$ cat config.mk
export PLATFORM = sky130hd
export DESIGN_NAME = dirty_rect_merge_list_top_flat
export DESIGN_NICKNAME = d
export VERILOG_FILES = /design/src/hw/rtl/drm_pkg.sv /design/src/hw/rtl/drm_if.sv /design/src/hw/rtl/dirty_rect_merge_list_top.sv /design/src/hw/rtl/drm_ram.sv /design/src/hw/rtl/drm_ctrl.sv /design/src/flat_wrapper.sv
export SDC_FILE = /design/constraint.sdc
export NUM_CORES = 2
export LEC_CHECK = 0
export ABC_CLOCK_PERIOD_IN_PS = 9960
export BUFFER_PORTS_ARGS = -buffer_cell sky130_fd_sc_hd__buf_4
export CORE_MARGIN = 3
export CORE_UTILIZATION = 50
export DETAILED_ROUTE_END_ITERATION = 8
export PLACE_DENSITY = 0.66
export SYNTH_ARGS = -nofsm -noshare
export SYNTH_HDL_FRONTEND = slang
export SYNTH_SLANG_ARGS = --single-unit
$ cat constraint.sdc
create_clock -name i_clk -period 9.96 [get_ports i_clk]
set_input_delay 0.498 -clock i_clk [delete_from_list [all_inputs] [get_ports i_clk]]
set_output_delay 0.498 -clock i_clk [all_outputs]
set_load 0.01 [all_outputs]
$ cat src/hw/rtl/drm_pkg.sv
// Package for the dirty rectangle merge list: sizes, codes, rectangle type and helpers.
// No dependencies.
package drm_pkg;
    localparam int MAX_RECTS  = 16;
    localparam int COORD_BITS = 16;
    localparam int IDX_W      = $clog2(MAX_RECTS);
    localparam int CNT_W      = $clog2(MAX_RECTS + 1);

    localparam logic [1:0] OP_ADD   = 2'd0;
    localparam logic [1:0] OP_READ  = 2'd1;
    localparam logic [1:0] OP_CLEAR = 2'd2;

    localparam logic [1:0] REG_MAX_LEFT   = 2'd0;
    localparam logic [1:0] REG_MAX_TOP    = 2'd1;
    localparam logic [1:0] REG_MAX_RIGHT  = 2'd2;
    localparam logic [1:0] REG_MAX_BOTTOM = 2'd3;

    typedef logic signed [COORD_BITS-1:0] t_coord;

    typedef struct packed {
        t_coord l;
        t_coord t;
        t_coord r;
        t_coord b;
    } t_rect;

    localparam int RECT_W = $bits(t_rect);

    // memory request from the sequencer
    typedef struct packed {
        logic              we;
        logic [IDX_W-1:0]  waddr;
        t_rect             wdata;
        logic              re;
        logic [IDX_W-1:0]  raddr;
    } t_mem_req;

    typedef struct packed {
        logic [CNT_W-1:0] cnt;
        logic             gave;
        logic             busy;
    } t_stat;

    function automatic t_coord cmax(input t_coord a, input t_coord b);
        cmax = (a > b) ? a : b;
    endfunction

    function automatic t_coord cmin(input t_coord a, input t_coord b);
        cmin = (a < b) ? a : b;
    endfunction

    // positive-area intersection
    function automatic logic rect_overlap(input t_rect p, input t_rect q);
        rect_overlap = (cmax(p.l, q.l) < cmin(p.r, q.r)) &&
                       (cmax(p.t, q.t) < cmin(p.b, q.b));
    endfunction

    function automatic t_rect rect_union(input t_rect p, input t_rect q);
        t_rect u;
        u.l = cmin(p.l, q.l);
        u.t = cmin(p.t, q.t);
        u.r = cmax(p.r, q.r);
        u.b = cmax(p.b, q.b);
        rect_union = u;
    endfunction
endpackage

$ cat src/hw/rtl/drm_if.sv
// Channel interfaces of the dirty rectangle merge list (request and response).
// Depends on drm_pkg.
interface drm_req_if import drm_pkg::*; ();
    logic             valid;
    logic             ready;
    logic [1:0]       operation;
    t_coord           left;
    t_coord           top;
    t_coord           right;
    t_coord           bottom;
    logic [3:0]       entry_index;

    modport source (output valid, operation, left, top, right, bottom, entry_index,
                    input ready);
    modport sink (input valid, operation, left, top, right, bottom, entry_index,
                  output ready);
endinterface

interface drm_rsp_if import drm_pkg::*; ();
    logic             valid;
    logic             ready;
    logic [4:0]       rect_count;
    logic             gave_up;
    t_coord           out_left;
    t_coord           out_top;
    t_coord           out_right;
    t_coord           out_bottom;

    modport source (output valid, rect_count, gave_up, out_left, out_top, out_right,
                    out_bottom, input ready);
    modport sink (input valid, rect_count, gave_up, out_left, out_top, out_right,
                  out_bottom, output ready);
endinterface

$ cat src/hw/rtl/dirty_rect_merge_list_top.sv
// Top level of the dirty rectangle merge list: config registers, sequencer, rectangle RAM.
// Depends on drm_pkg, drm_if, drm_ram, drm_ctrl.
//
// Usage:
//   i_req carries one transaction per command: add a rectangle, read an entry, or clear.
//   o_rsp returns exactly one transaction per command: count, give-up flag and, for a
//   read, the rectangle (zero for add and clear, the full-screen rectangle after give-up).
//   i_cfg_we/i_cfg_idx/i_cfg_data write the full-screen rectangle registers; write them
//   only while no command is in flight.
// Sequencing:
//   One command at a time. An add scans the stored entries in order; on a hit it grows that
//   entry, runs a backward absorb pass from the tail down to the hit, then a compaction pass
//   that closes the gaps of absorbed entries; with no hit it appends or gives up. Each entry
//   visit is a read state and an evaluate state because the rectangle RAM read is registered.
// Reset (synchronous, active low) empties the list, clears give-up and loads the
//   full-screen rectangle 0,0,640,400. RAM contents are not cleared.
// Stall: a finished response waits in the output register; the next command is taken
//   meanwhile and its response is held back until the register frees up.
module dirty_rect_merge_list_top import drm_pkg::*; (
    input  logic       i_clk,
    input  logic       i_rst_n,
    drm_req_if.sink    i_req,
    drm_rsp_if.source  o_rsp,
    input  logic       i_cfg_we,
    input  logic [1:0] i_cfg_idx,
    input  t_coord     i_cfg_data
);
    t_rect    r_max;
    t_mem_req mem;
    t_rect    rdata;
    t_stat    stat;

    always_ff @(posedge i_clk) begin
        if (!i_rst_n) begin
            r_max.l <= t_coord'(0);
            r_max.t <= t_coord'(0);
            r_max.r <= t_coord'(640);
            r_max.b <= t_coord'(400);
        end else if (i_cfg_we) begin
            unique case (i_cfg_idx)
                REG_MAX_LEFT:   r_max.l <= i_cfg_data;
                REG_MAX_TOP:    r_max.t <= i_cfg_data;
                REG_MAX_RIGHT:  r_max.r <= i_cfg_data;
                REG_MAX_BOTTOM: r_max.b <= i_cfg_data;
                default: begin
                end
            endcase
        end
    end

    drm_ctrl u_ctrl (
        .i_clk      (i_clk),
        .i_rst_n    (i_rst_n),
        .i_req      (i_req),
        .o_rsp      (o_rsp),
        .i_max_rect (r_max),
        .o_mem      (mem),
        .i_rdata    (rdata),
        .o_stat     (stat)
    );

    drm_ram #(
        .DEPTH (MAX_RECTS),
        .WIDTH (RECT_W)
    ) u_ram (
        .i_clk   (i_clk),
        .i_we    (mem.we),
        .i_waddr (mem.waddr),
        .i_wdata (mem.wdata),
        .i_re    (mem.re),
        .i_raddr (mem.raddr),
        .o_rdata (rdata)
    );

`ifndef SYNTHESIS
    // the list never holds more than its capacity
    a_cnt_bound: assert property (@(posedge i_clk) disable iff (!i_rst_n)
        stat.cnt <= CNT_W'(MAX_RECTS))
        else $error("entry count above capacity");

    // give-up always reports a count of one
    a_gave_cnt: assert property (@(posedge i_clk) disable iff (!i_rst_n)
        o_rsp.valid && o_rsp.gave_up |-> o_rsp.rect_count == 5'd1)
        else $error("give-up with count other than one");

    // a taken command keeps the block busy in the next cycle
    a_busy: assert property (@(posedge i_clk) disable iff (!i_rst_n)
        i_req.valid && i_req.ready |=> stat.busy)
        else $error("sequencer idle right after a command");

    // never read and write the same entry in one cycle
    a_no_rw: assert property (@(posedge i_clk) disable iff (!i_rst_n)
        mem.we && mem.re |-> mem.waddr != mem.raddr)
        else $error("RAM read and write collide");
`endif
endmodule

$ cat src/hw/rtl/drm_ram.sv
// Generic simple dual-port RAM, one write and one registered read per cycle.
// No dependencies.
module drm_ram #(
    parameter int DEPTH = 16,
    parameter int WIDTH = 64
) (
    input  logic                     i_clk,
    input  logic                     i_we,
    input  logic [$clog2(DEPTH)-1:0] i_waddr,
    input  logic [WIDTH-1:0]         i_wdata,
    input  logic                     i_re,
    input  logic [$clog2(DEPTH)-1:0] i_raddr,
    output logic [WIDTH-1:0]         o_rdata
);
    logic [WIDTH-1:0] r_mem [DEPTH];
    logic [WIDTH-1:0] r_rdata;

    always_ff @(posedge i_clk) begin
        if (i_we) begin
            r_mem[i_waddr] <= i_wdata;
        end
    end

    always_ff @(posedge i_clk) begin
        if (i_re) begin
            r_rdata <= r_mem[i_raddr];
        end
    end

    assign o_rdata = r_rdata;
endmodule

$ cat src/hw/rtl/drm_ctrl.sv
// Sequencer of the dirty rectangle merge list: scan, backward absorb, compaction, output reg.
// Depends on drm_pkg, drm_if; drives the rectangle RAM.
module drm_ctrl import drm_pkg::*; (
    input  logic      i_clk,
    input  logic      i_rst_n,
    drm_req_if.sink   i_req,
    drm_rsp_if.source o_rsp,
    input  t_rect     i_max_rect,
    output t_mem_req  o_mem,
    input  t_rect     i_rdata,
    output t_stat     o_stat
);
    localparam logic [3:0] S_IDLE    = 4'd0;
    localparam logic [3:0] S_SCAN_RD = 4'd1;
    localparam logic [3:0] S_SCAN_EV = 4'd2;
    localparam logic [3:0] S_BACK_RD = 4'd3;
    localparam logic [3:0] S_BACK_EV = 4'd4;
    localparam logic [3:0] S_CMP_RD  = 4'd5;
    localparam logic [3:0] S_CMP_EV  = 4'd6;
    localparam logic [3:0] S_RD_EV   = 4'd7;
    localparam logic [3:0] S_DONE    = 4'd8;

    logic [3:0]           r_state;
    t_rect                r_nb;
    t_rect                r_grown;
    t_rect                r_res;
    logic [IDX_W-1:0]     r_a;
    logic [CNT_W-1:0]     r_j;
    logic [CNT_W-1:0]     r_w;
    logic [MAX_RECTS-1:0] r_rm;
    logic [CNT_W-1:0]     r_cnt;
    logic                 r_gave;
    logic                 r_ovalid;
    logic [4:0]           r_ocnt;
    logic                 r_ogave;
    t_rect                r_ores;

    t_rect req_rect;
    logic  accept;
    logic  out_free;

    assign req_rect = '{l: i_req.left, t: i_req.top, r: i_req.right, b: i_req.bottom};
    assign i_req.ready = (r_state == S_IDLE);
    assign accept   = i_req.valid && i_req.ready;
    assign out_free = !r_ovalid || o_rsp.ready;

    // memory access per state
    always_comb begin
        o_mem = '0;
        unique case (r_state)
            S_IDLE: begin
                o_mem.re    = accept && (i_req.operation == OP_READ);
                o_mem.raddr = i_req.entry_index[IDX_W-1:0];
            end
            S_SCAN_RD: begin
                if (r_j == r_cnt) begin
                    o_mem.we    = (r_cnt < CNT_W'(MAX_RECTS));
                    o_mem.waddr = r_cnt[IDX_W-1:0];
                    o_mem.wdata = r_nb;
                end else begin
                    o_mem.re    = 1'b1;
                    o_mem.raddr = r_j[IDX_W-1:0];
                end
            end
            S_BACK_RD: begin
                if (r_j == CNT_W'(r_a)) begin
                    o_mem.we    = 1'b1;
                    o_mem.waddr = r_a;
                    o_mem.wdata = r_grown;
                end else begin
                    o_mem.re    = 1'b1;
                    o_mem.raddr = r_j[IDX_W-1:0];
                end
            end
            S_CMP_RD: begin
                o_mem.re    = (r_j != r_cnt) && !r_rm[r_j[IDX_W-1:0]];
                o_mem.raddr = r_j[IDX_W-1:0];
            end
            S_CMP_EV: begin
                o_mem.we    = 1'b1;
                o_mem.waddr = r_w[IDX_W-1:0];
                o_mem.wdata = i_rdata;
            end
            S_SCAN_EV, S_BACK_EV, S_RD_EV, S_DONE: begin
            end
            default: begin
            end
        endcase
    end

    always_ff @(posedge i_clk) begin
        if (!i_rst_n) begin
            r_state  <= S_IDLE;
            r_cnt    <= '0;
            r_gave   <= 1'b0;
            r_ovalid <= 1'b0;
        end else begin
            // S_DONE reloads the output register itself
            if (r_ovalid && o_rsp.ready && (r_state != S_DONE)) begin
                r_ovalid <= 1'b0;
            end
            unique case (r_state)
                S_IDLE: begin
                    if (accept) begin
                        r_nb  <= req_rect;
                        r_res <= '0;
                        if ((i_req.operation == OP_ADD) && !r_gave &&
                            req_rect.r != req_rect.l && req_rect.b != req_rect.t) begin
                            r_j     <= '0;
                            r_state <= S_SCAN_RD;
                        end else if (i_req.operation == OP_READ) begin
                            r_j     <= CNT_W'(i_req.entry_index);
                            r_state <= S_RD_EV;
                        end else begin
                            if (i_req.operation == OP_CLEAR) begin
                                r_cnt  <= '0;
                                r_gave <= 1'b0;
                            end
                            r_state <= S_DONE;
                        end
                    end
                end
                S_SCAN_RD: begin
                    if (r_j == r_cnt) begin
                        // no overlap: append or give up
                        if (r_cnt < CNT_W'(MAX_RECTS)) begin
                            r_cnt <= r_cnt + 1'b1;
                        end else begin
                            r_gave <= 1'b1;
                        end
                        r_state <= S_DONE;
                    end else begin
                        r_state <= S_SCAN_EV;
                    end
                end
                S_SCAN_EV: begin
                    if (rect_overlap(i_rdata, r_nb)) begin
                        r_grown <= rect_union(i_rdata, r_nb);
                        r_a     <= r_j[IDX_W-1:0];
                        r_j     <= r_cnt - 1'b1;
                        r_rm    <= '0;
                        r_state <= S_BACK_RD;
                    end else begin
                        r_j     <= r_j + 1'b1;
                        r_state <= S_SCAN_RD;
                    end
                end
                S_BACK_RD: begin
                    if (r_j == CNT_W'(r_a)) begin
                        r_j     <= CNT_W'(r_a) + 1'b1;
                        r_w     <= CNT_W'(r_a) + 1'b1;
                        r_state <= S_CMP_RD;
                    end else begin
                        r_state <= S_BACK_EV;
                    end
                end
                S_BACK_EV: begin
                    if (rect_overlap(r_grown, i_rdata)) begin
                        r_grown <= rect_union(r_grown, i_rdata);
                        r_rm[r_j[IDX_W-1:0]] <= 1'b1;
                    end
                    r_j     <= r_j - 1'b1;
                    r_state <= S_BACK_RD;
                end
                S_CMP_RD: begin
                    if (r_j == r_cnt) begin
                        r_cnt   <= r_w;
                        r_state <= S_DONE;
                    end else if (r_rm[r_j[IDX_W-1:0]]) begin
                        r_j <= r_j + 1'b1;
                    end else begin
                        r_state <= S_CMP_EV;
                    end
                end
                S_CMP_EV: begin
                    r_w     <= r_w + 1'b1;
                    r_j     <= r_j + 1'b1;
                    r_state <= S_CMP_RD;
                end
                S_RD_EV: begin
                    if (r_gave) begin
                        r_res <= i_max_rect;
                    end else if (r_j < r_cnt) begin
                        r_res <= i_rdata;
                    end
                    r_state <= S_DONE;
                end
                S_DONE: begin
                    if (out_free) begin
                        r_ovalid <= 1'b1;
                        r_ocnt   <= r_gave ? 5'd1 : 5'(r_cnt);
                        r_ogave  <= r_gave;
                        r_ores   <= r_res;
                        r_state  <= S_IDLE;
                    end
                end
                default: begin
                    r_state <= S_IDLE;
                end
            endcase
        end
    end

    assign o_rsp.valid      = r_ovalid;
    assign o_rsp.rect_count = r_ocnt;
    assign o_rsp.gave_up    = r_ogave;
    assign o_rsp.out_left   = r_ores.l;
    assign o_rsp.out_top    = r_ores.t;
    assign o_rsp.out_right  = r_ores.r;
    assign o_rsp.out_bottom = r_ores.b;

    assign o_stat = '{cnt: r_cnt, gave: r_gave, busy: (r_state != S_IDLE)};
endmodule

$ cat src/flat_wrapper.sv
// flat-port wrapper written by rule: the top's interface ports become plain ports
module dirty_rect_merge_list_top_flat import drm_pkg::*;
  (i_clk, i_rst_n, i_cfg_we, i_cfg_idx, i_cfg_data, i_req_valid, i_req_operation, i_req_left, i_req_top, i_req_right, i_req_bottom, i_req_entry_index, i_req_ready, o_rsp_valid, o_rsp_rect_count, o_rsp_gave_up, o_rsp_out_left, o_rsp_out_top, o_rsp_out_right, o_rsp_out_bottom, o_rsp_ready);
  drm_req_if i_req_i ();
  drm_rsp_if o_rsp_i ();
  input  logic i_clk;
  input  logic i_rst_n;
  input  logic i_cfg_we;
  input  logic [1:0] i_cfg_idx;
  input  t_coord i_cfg_data;
  input wire logic [$bits(i_req_i.valid)-1:0] i_req_valid;
  input wire logic [$bits(i_req_i.operation)-1:0] i_req_operation;
  input wire logic [$bits(i_req_i.left)-1:0] i_req_left;
  input wire logic [$bits(i_req_i.top)-1:0] i_req_top;
  input wire logic [$bits(i_req_i.right)-1:0] i_req_right;
  input wire logic [$bits(i_req_i.bottom)-1:0] i_req_bottom;
  input wire logic [$bits(i_req_i.entry_index)-1:0] i_req_entry_index;
  output wire logic [$bits(i_req_i.ready)-1:0] i_req_ready;
  output wire logic [$bits(o_rsp_i.valid)-1:0] o_rsp_valid;
  output wire logic [$bits(o_rsp_i.rect_count)-1:0] o_rsp_rect_count;
  output wire logic [$bits(o_rsp_i.gave_up)-1:0] o_rsp_gave_up;
  output wire logic [$bits(o_rsp_i.out_left)-1:0] o_rsp_out_left;
  output wire logic [$bits(o_rsp_i.out_top)-1:0] o_rsp_out_top;
  output wire logic [$bits(o_rsp_i.out_right)-1:0] o_rsp_out_right;
  output wire logic [$bits(o_rsp_i.out_bottom)-1:0] o_rsp_out_bottom;
  input wire logic [$bits(o_rsp_i.ready)-1:0] o_rsp_ready;
  assign i_req_i.valid = i_req_valid;
  assign i_req_i.operation = i_req_operation;
  assign i_req_i.left = i_req_left;
  assign i_req_i.top = i_req_top;
  assign i_req_i.right = i_req_right;
  assign i_req_i.bottom = i_req_bottom;
  assign i_req_i.entry_index = i_req_entry_index;
  assign i_req_ready = i_req_i.ready;
  assign o_rsp_valid = o_rsp_i.valid;
  assign o_rsp_rect_count = o_rsp_i.rect_count;
  assign o_rsp_gave_up = o_rsp_i.gave_up;
  assign o_rsp_out_left = o_rsp_i.out_left;
  assign o_rsp_out_top = o_rsp_i.out_top;
  assign o_rsp_out_right = o_rsp_i.out_right;
  assign o_rsp_out_bottom = o_rsp_i.out_bottom;
  assign o_rsp_i.ready = o_rsp_ready;
  dirty_rect_merge_list_top u_core (.i_clk(i_clk), .i_rst_n(i_rst_n), .i_req(i_req_i), .o_rsp(o_rsp_i), .i_cfg_we(i_cfg_we), .i_cfg_idx(i_cfg_idx), .i_cfg_data(i_cfg_data));
endmodule
==> flow_summary_export.csv <==
group,metric,value,unit
grt,overflow,0,
floorplanning,core.rowCount,128,
clock_tree,clock_tree.htree_level_count,4,
grt,grt_pass1_wl,255000,um
timing,tightest_slew,1320,ps
pwr,netSwitchingPower,5.83,mW
pwr,power.density_cell_area,253,nW/um^2
layout,multiInputGateArea,18000,um^2
timing,setup_repair_after_global_routing_missed_its_margin,"no",
critical_path,criticalPathCategory,"flip-flop to flip-flop",
clock_tree,later_pin_clock_latency_in_the_skew_report,780,ps
placed_design,post_dp_hpwl,113000,um
layout,share_of_post_route_cells_with_drive_strength_above_1,18.2,%
clock_tree,clkTransAtPathRegs,60,ps
floorplanning,die_width,359,um
critical_path,startpoint_type_of_the_worst_setup_path,"flip-flop",
pwr,swShare,32.5,%
placed_design,port_buffers,164,
min_path,hp-class,"input pin to flip-flop",
drt,routed-via-count,37309,
critical_path,path_cells,"ha_1, nand4_1, nor3_1, o311ai_1, and3_1, xnor2_1, a21oi_2, o21ai_0, ha_1, a21o_1, a21o_1, a211oi_1, o31a_1, o41ai_2, or4_1, o31a_1, nor3_2, buf_4",
timing,fin_worst_hold_slack,56.6,ps
floorplanning,core_area,123000,um^2
synthesis,synthesized_instance_count,3866,
pwr,static-leakage-power,23.2,nW
critical_path,worst-path-max-fanout,30,
synthesis,ys_seq_area_share,69.0,%
layout,flow.area_growth_from_synthesis,13.9,%
floorplanning,die-area,129000,um^2
clock_tree,cts_sinks,1455,
clock_tree,cts_hold_buffers,64,
critical_path,worst_path_required,10410,ps
run,cap_viol_max_count,0,
timing,slew_violations,0,
timing,finalSetupViolations,0,
critical_path,worst_path_max_delay_cell,"a21oi_2",
clock_tree,cts_setup_buffers,0,
timing,finalSetupTns,0,ps
grt,antenna_violations_before_repair,11,
synthesis,yosysWarnings,0,
drt,drtIter0Drc,5506,
drt,wirelength,178000,um
synthesis,postSynthNetCount,4160,
outcome,status,"complete, no violations",
drt,route.antenna.remaining_nets,0,
grt,gr-usage-all-layers,27.8,%
clock_tree,postCtsResizedCells,0,
synthesis,syn-cell-area,62200,um^2
timing,max_freq,141,MHz
drt,drt-wirelength-per-cell,30.2,um
critical_path,cpPeakStageDelay,960,ps
drt,detailedRoute.firstPassIterationCount,6,
timing,timing.slew.headroom,11.7,%
timing,finalHoldViolations,0,
pwr,clockPowerShare,30.0,%
floorplanning,start_util,50.7,%
synthesis,number_of_synthesized_flops_with_an_enable_pin,1380,
layout,final.fill_count,9363,
clock_tree,cts_buffers,148,
critical_path,worstPathBufferInverterCount,1,
drt,avgViaCountPerCell,6.35,
grt,via_count_of_the_first_global_routing_pass,35768,
critical_path,worstSetupEndpointType,"flip-flop",
critical_path,critical-path-top-delay-family,"compound AO/OA/AOI/OAI gates",
synthesis,synth_flop_cell,"edfxtp_1",
pwr,ir_drop,197,uV
timing,final.period_utilization,71.1,%
synthesis,synthesized_flop_and_latch_total,1455,
clock_tree,cts.path.max_buffers,3,
floorplanning,die_height,359,um
clock_tree,tritoncts,"built",
synthesis,synth_cell_types,74,
critical_path,worst-endpoint-arrival,7530,ps
timing,fin_skew,36.9,ps
layout,num-nets-final,4428,
synthesis,syn_area_per_cell,16.1,um^2
pwr,seq_power_share,41.5,%
floorplanning,ioPinCount,165,
placed_design,routabilityCongestion,1.03,
synthesis,asyncSetResetFlopFracSynth,0,%
pwr,pwr-share-comb,28.4,%
timing,shortest_period_the_worst_path_allows,7080,ps
pwr,fin_total_pwr,17.9,mW
layout,area.sequential,42900,um^2
grt,maximum_number_of_pins_on_one_net_before_global_route_repair,128,
clock_tree,ctsRootBufferMaster,"clkbuf_16",
pwr,intPower,12.1,mW
drt,route.detailed.drc,0,
## cell usage in the layout, fill, tap and decap left out, types with 17 or more instances in the layout
| cell | netlist | routed |
|---|---|---|
| dlygate4sd3_1 | 0 | 64 |
| clkinv_1 | 1 | 27 |
| clkbuf_16 | 0 | 149 |
| ha_1 | 201 | 201 |
| nand4_1 | 30 | 30 |
| clkinv_2 | 0 | 18 |
| mux4_2 | 261 | 261 |
| nor3_1 | 25 | 23 |
| xor2_1 | 40 | 40 |
| nand3_1 | 36 | 36 |
| clkbuf_1 | 129 | 36 |
| o21ai_0 | 140 | 139 |
| nand2_1 | 358 | 357 |
| a22oi_1 | 137 | 137 |
| nor2b_1 | 17 | 17 |
| a21oi_1 | 158 | 157 |
| mux2i_1 | 122 | 120 |
| nor2_1 | 177 | 154 |
| mux2_2 | 18 | 18 |
| inv_1 | 211 | 210 |
| a222oi_1 | 66 | 66 |
| nor2_4 | 0 | 22 |
| a21o_1 | 25 | 25 |
| buf_4 | 5 | 231 |
| edfxtp_1 | 1380 | 1380 |
| dfxtp_1 | 75 | 74 |
## power by group through the flow
stage | clock [mW] | sequential (mW) | combinational [mW]
finish | 5.39 | 7.45 | 5.10
global route | 5.71 | 7.47 | 5.53
CTS | 5.48 | 7.44 | 5.07
detailed placement | 0 | 7.57 | 5.02
global placement | 0 | 7.56 | 5.01
floorplan | 0 | 7.39 | 3.46
## synthesized netlist by cell type, types with 11 or more instances
master    instances  area, um^2
a211oi_1         16         120
a21o_1           25         188
a21oi_1         158         791
a222oi_1         66         661
a22oi_1         137        1030
and3_1           12        75.1
buf_1            16        60.1
buf_2            31         155
clkbuf_1        129         484
dfxtp_1          75        1500
edfxtp_1       1380       41400
ha_1            201        2510
inv_1           211         792
mux2_2           18         203
mux2i_1         122        1220
mux4_2          261        5880
nand2_1         358        1340
nand3_1          36         180
nand4_1          30         188
nor2_1          177         664
nor2b_1          17         106
nor3_1           25         125
nor4_1           15        93.8
o211ai_1         11        82.6
o21ai_0         140         701
xnor2_1          14         123
xor2_1           40         350
## state kept, by name (all words and copies together), names as in the netlist, 5 cells and up
register,count
u_core.u_ctrl.o_rsp.out_left,16
u_core.u_ram.o_rdata,64
u_core.u_ctrl.r_j,5
u_core.u_ctrl.r_rm,16
u_core.u_ctrl.r_res,64
u_core.u_ctrl.r_nb,64
u_core.u_ctrl.r_w,5
u_core.u_ctrl.o_rsp.out_right,16
u_core.u_ctrl.r_grown,64
u_core.r_max,64
u_core.u_ctrl.o_rsp.rect_count,5
u_core.u_ctrl.r_cnt,5
u_core.u_ctrl.o_rsp.out_top,16
u_core.u_ctrl.o_rsp.out_bottom,16
u_core.u_ram.r_mem,1024
## routing by layer
metal  vias to the layer above  GRT usage, %  share of wire, %
li1                      15774             -                 -
met1                     19101          42.2                42
met2                      2139          40.6                44
met3                       289          6.09                11
met4                         6          7.90               2.7
met5                         -             0             0.019
## worst paths after layout
path,slack (ps),start,endpoint,depth (start not counted)
max,2880,u_core.u_ram.o_rdata[63],u_core.u_ctrl.r_grown[26],18
min,60,i_req_bottom[0],u_core.u_ctrl.r_nb[0],1
max reg2reg,2880,u_core.u_ram.o_rdata[63],u_core.u_ctrl.r_grown[26],18
min reg2reg,410,u_core.u_ctrl.r_res[49],u_core.u_ctrl.o_rsp.out_left[1],0
## metrics by stage
step | std cells | worst slack, ps | util, % | area [um^2]
4_1_cts | 5873 | 3070 | 57.8 | 70900
3_5_place_dp | 5545 | 3090 | 53.5 | 65600
5_1_grt | 5873 | 2520 | 57.8 | 70900
2_1_floorplan | 3866 | 2600 | - | 62200
6_report | 5876 | 2880 | 57.8 | 70900
3_3_place_gp | 5545 | 3130 | 53.5 | 65600
## layout make-up
cell class / instances / area share, %
Antenna cell: 3 / 0.0106
Clock buffer: 189 / 5.53
Clock inverter: 75 / 1.04
Inverter: 212 / 1.12
Multi-Input combinational cell: 2018 / 25.4
Sequential cell: 1455 / 60.6
Tap cell: 1625 / 2.87
Timing Repair Buffer: 299 / 3.46
## cells by family (layout without fill, tap and decap cells)
family / count (synthesis) / count (layout) / share of synthesized area (%)
xor+xnor: 54 / 54 / 0.760
fa+ha+maj: 201 / 201 / 4.04
compound gates: 631 / 631 / 6.82
mux: 402 / 402 / 11.8
buf+inv: 393 / 775 / 2.46
simple gates: 730 / 730 / 5.16
other cells: 0 / 3 / 0
flops: 1455 / 1455 / 69.0
Note: power is estimated with default switching activity, not from simulation.
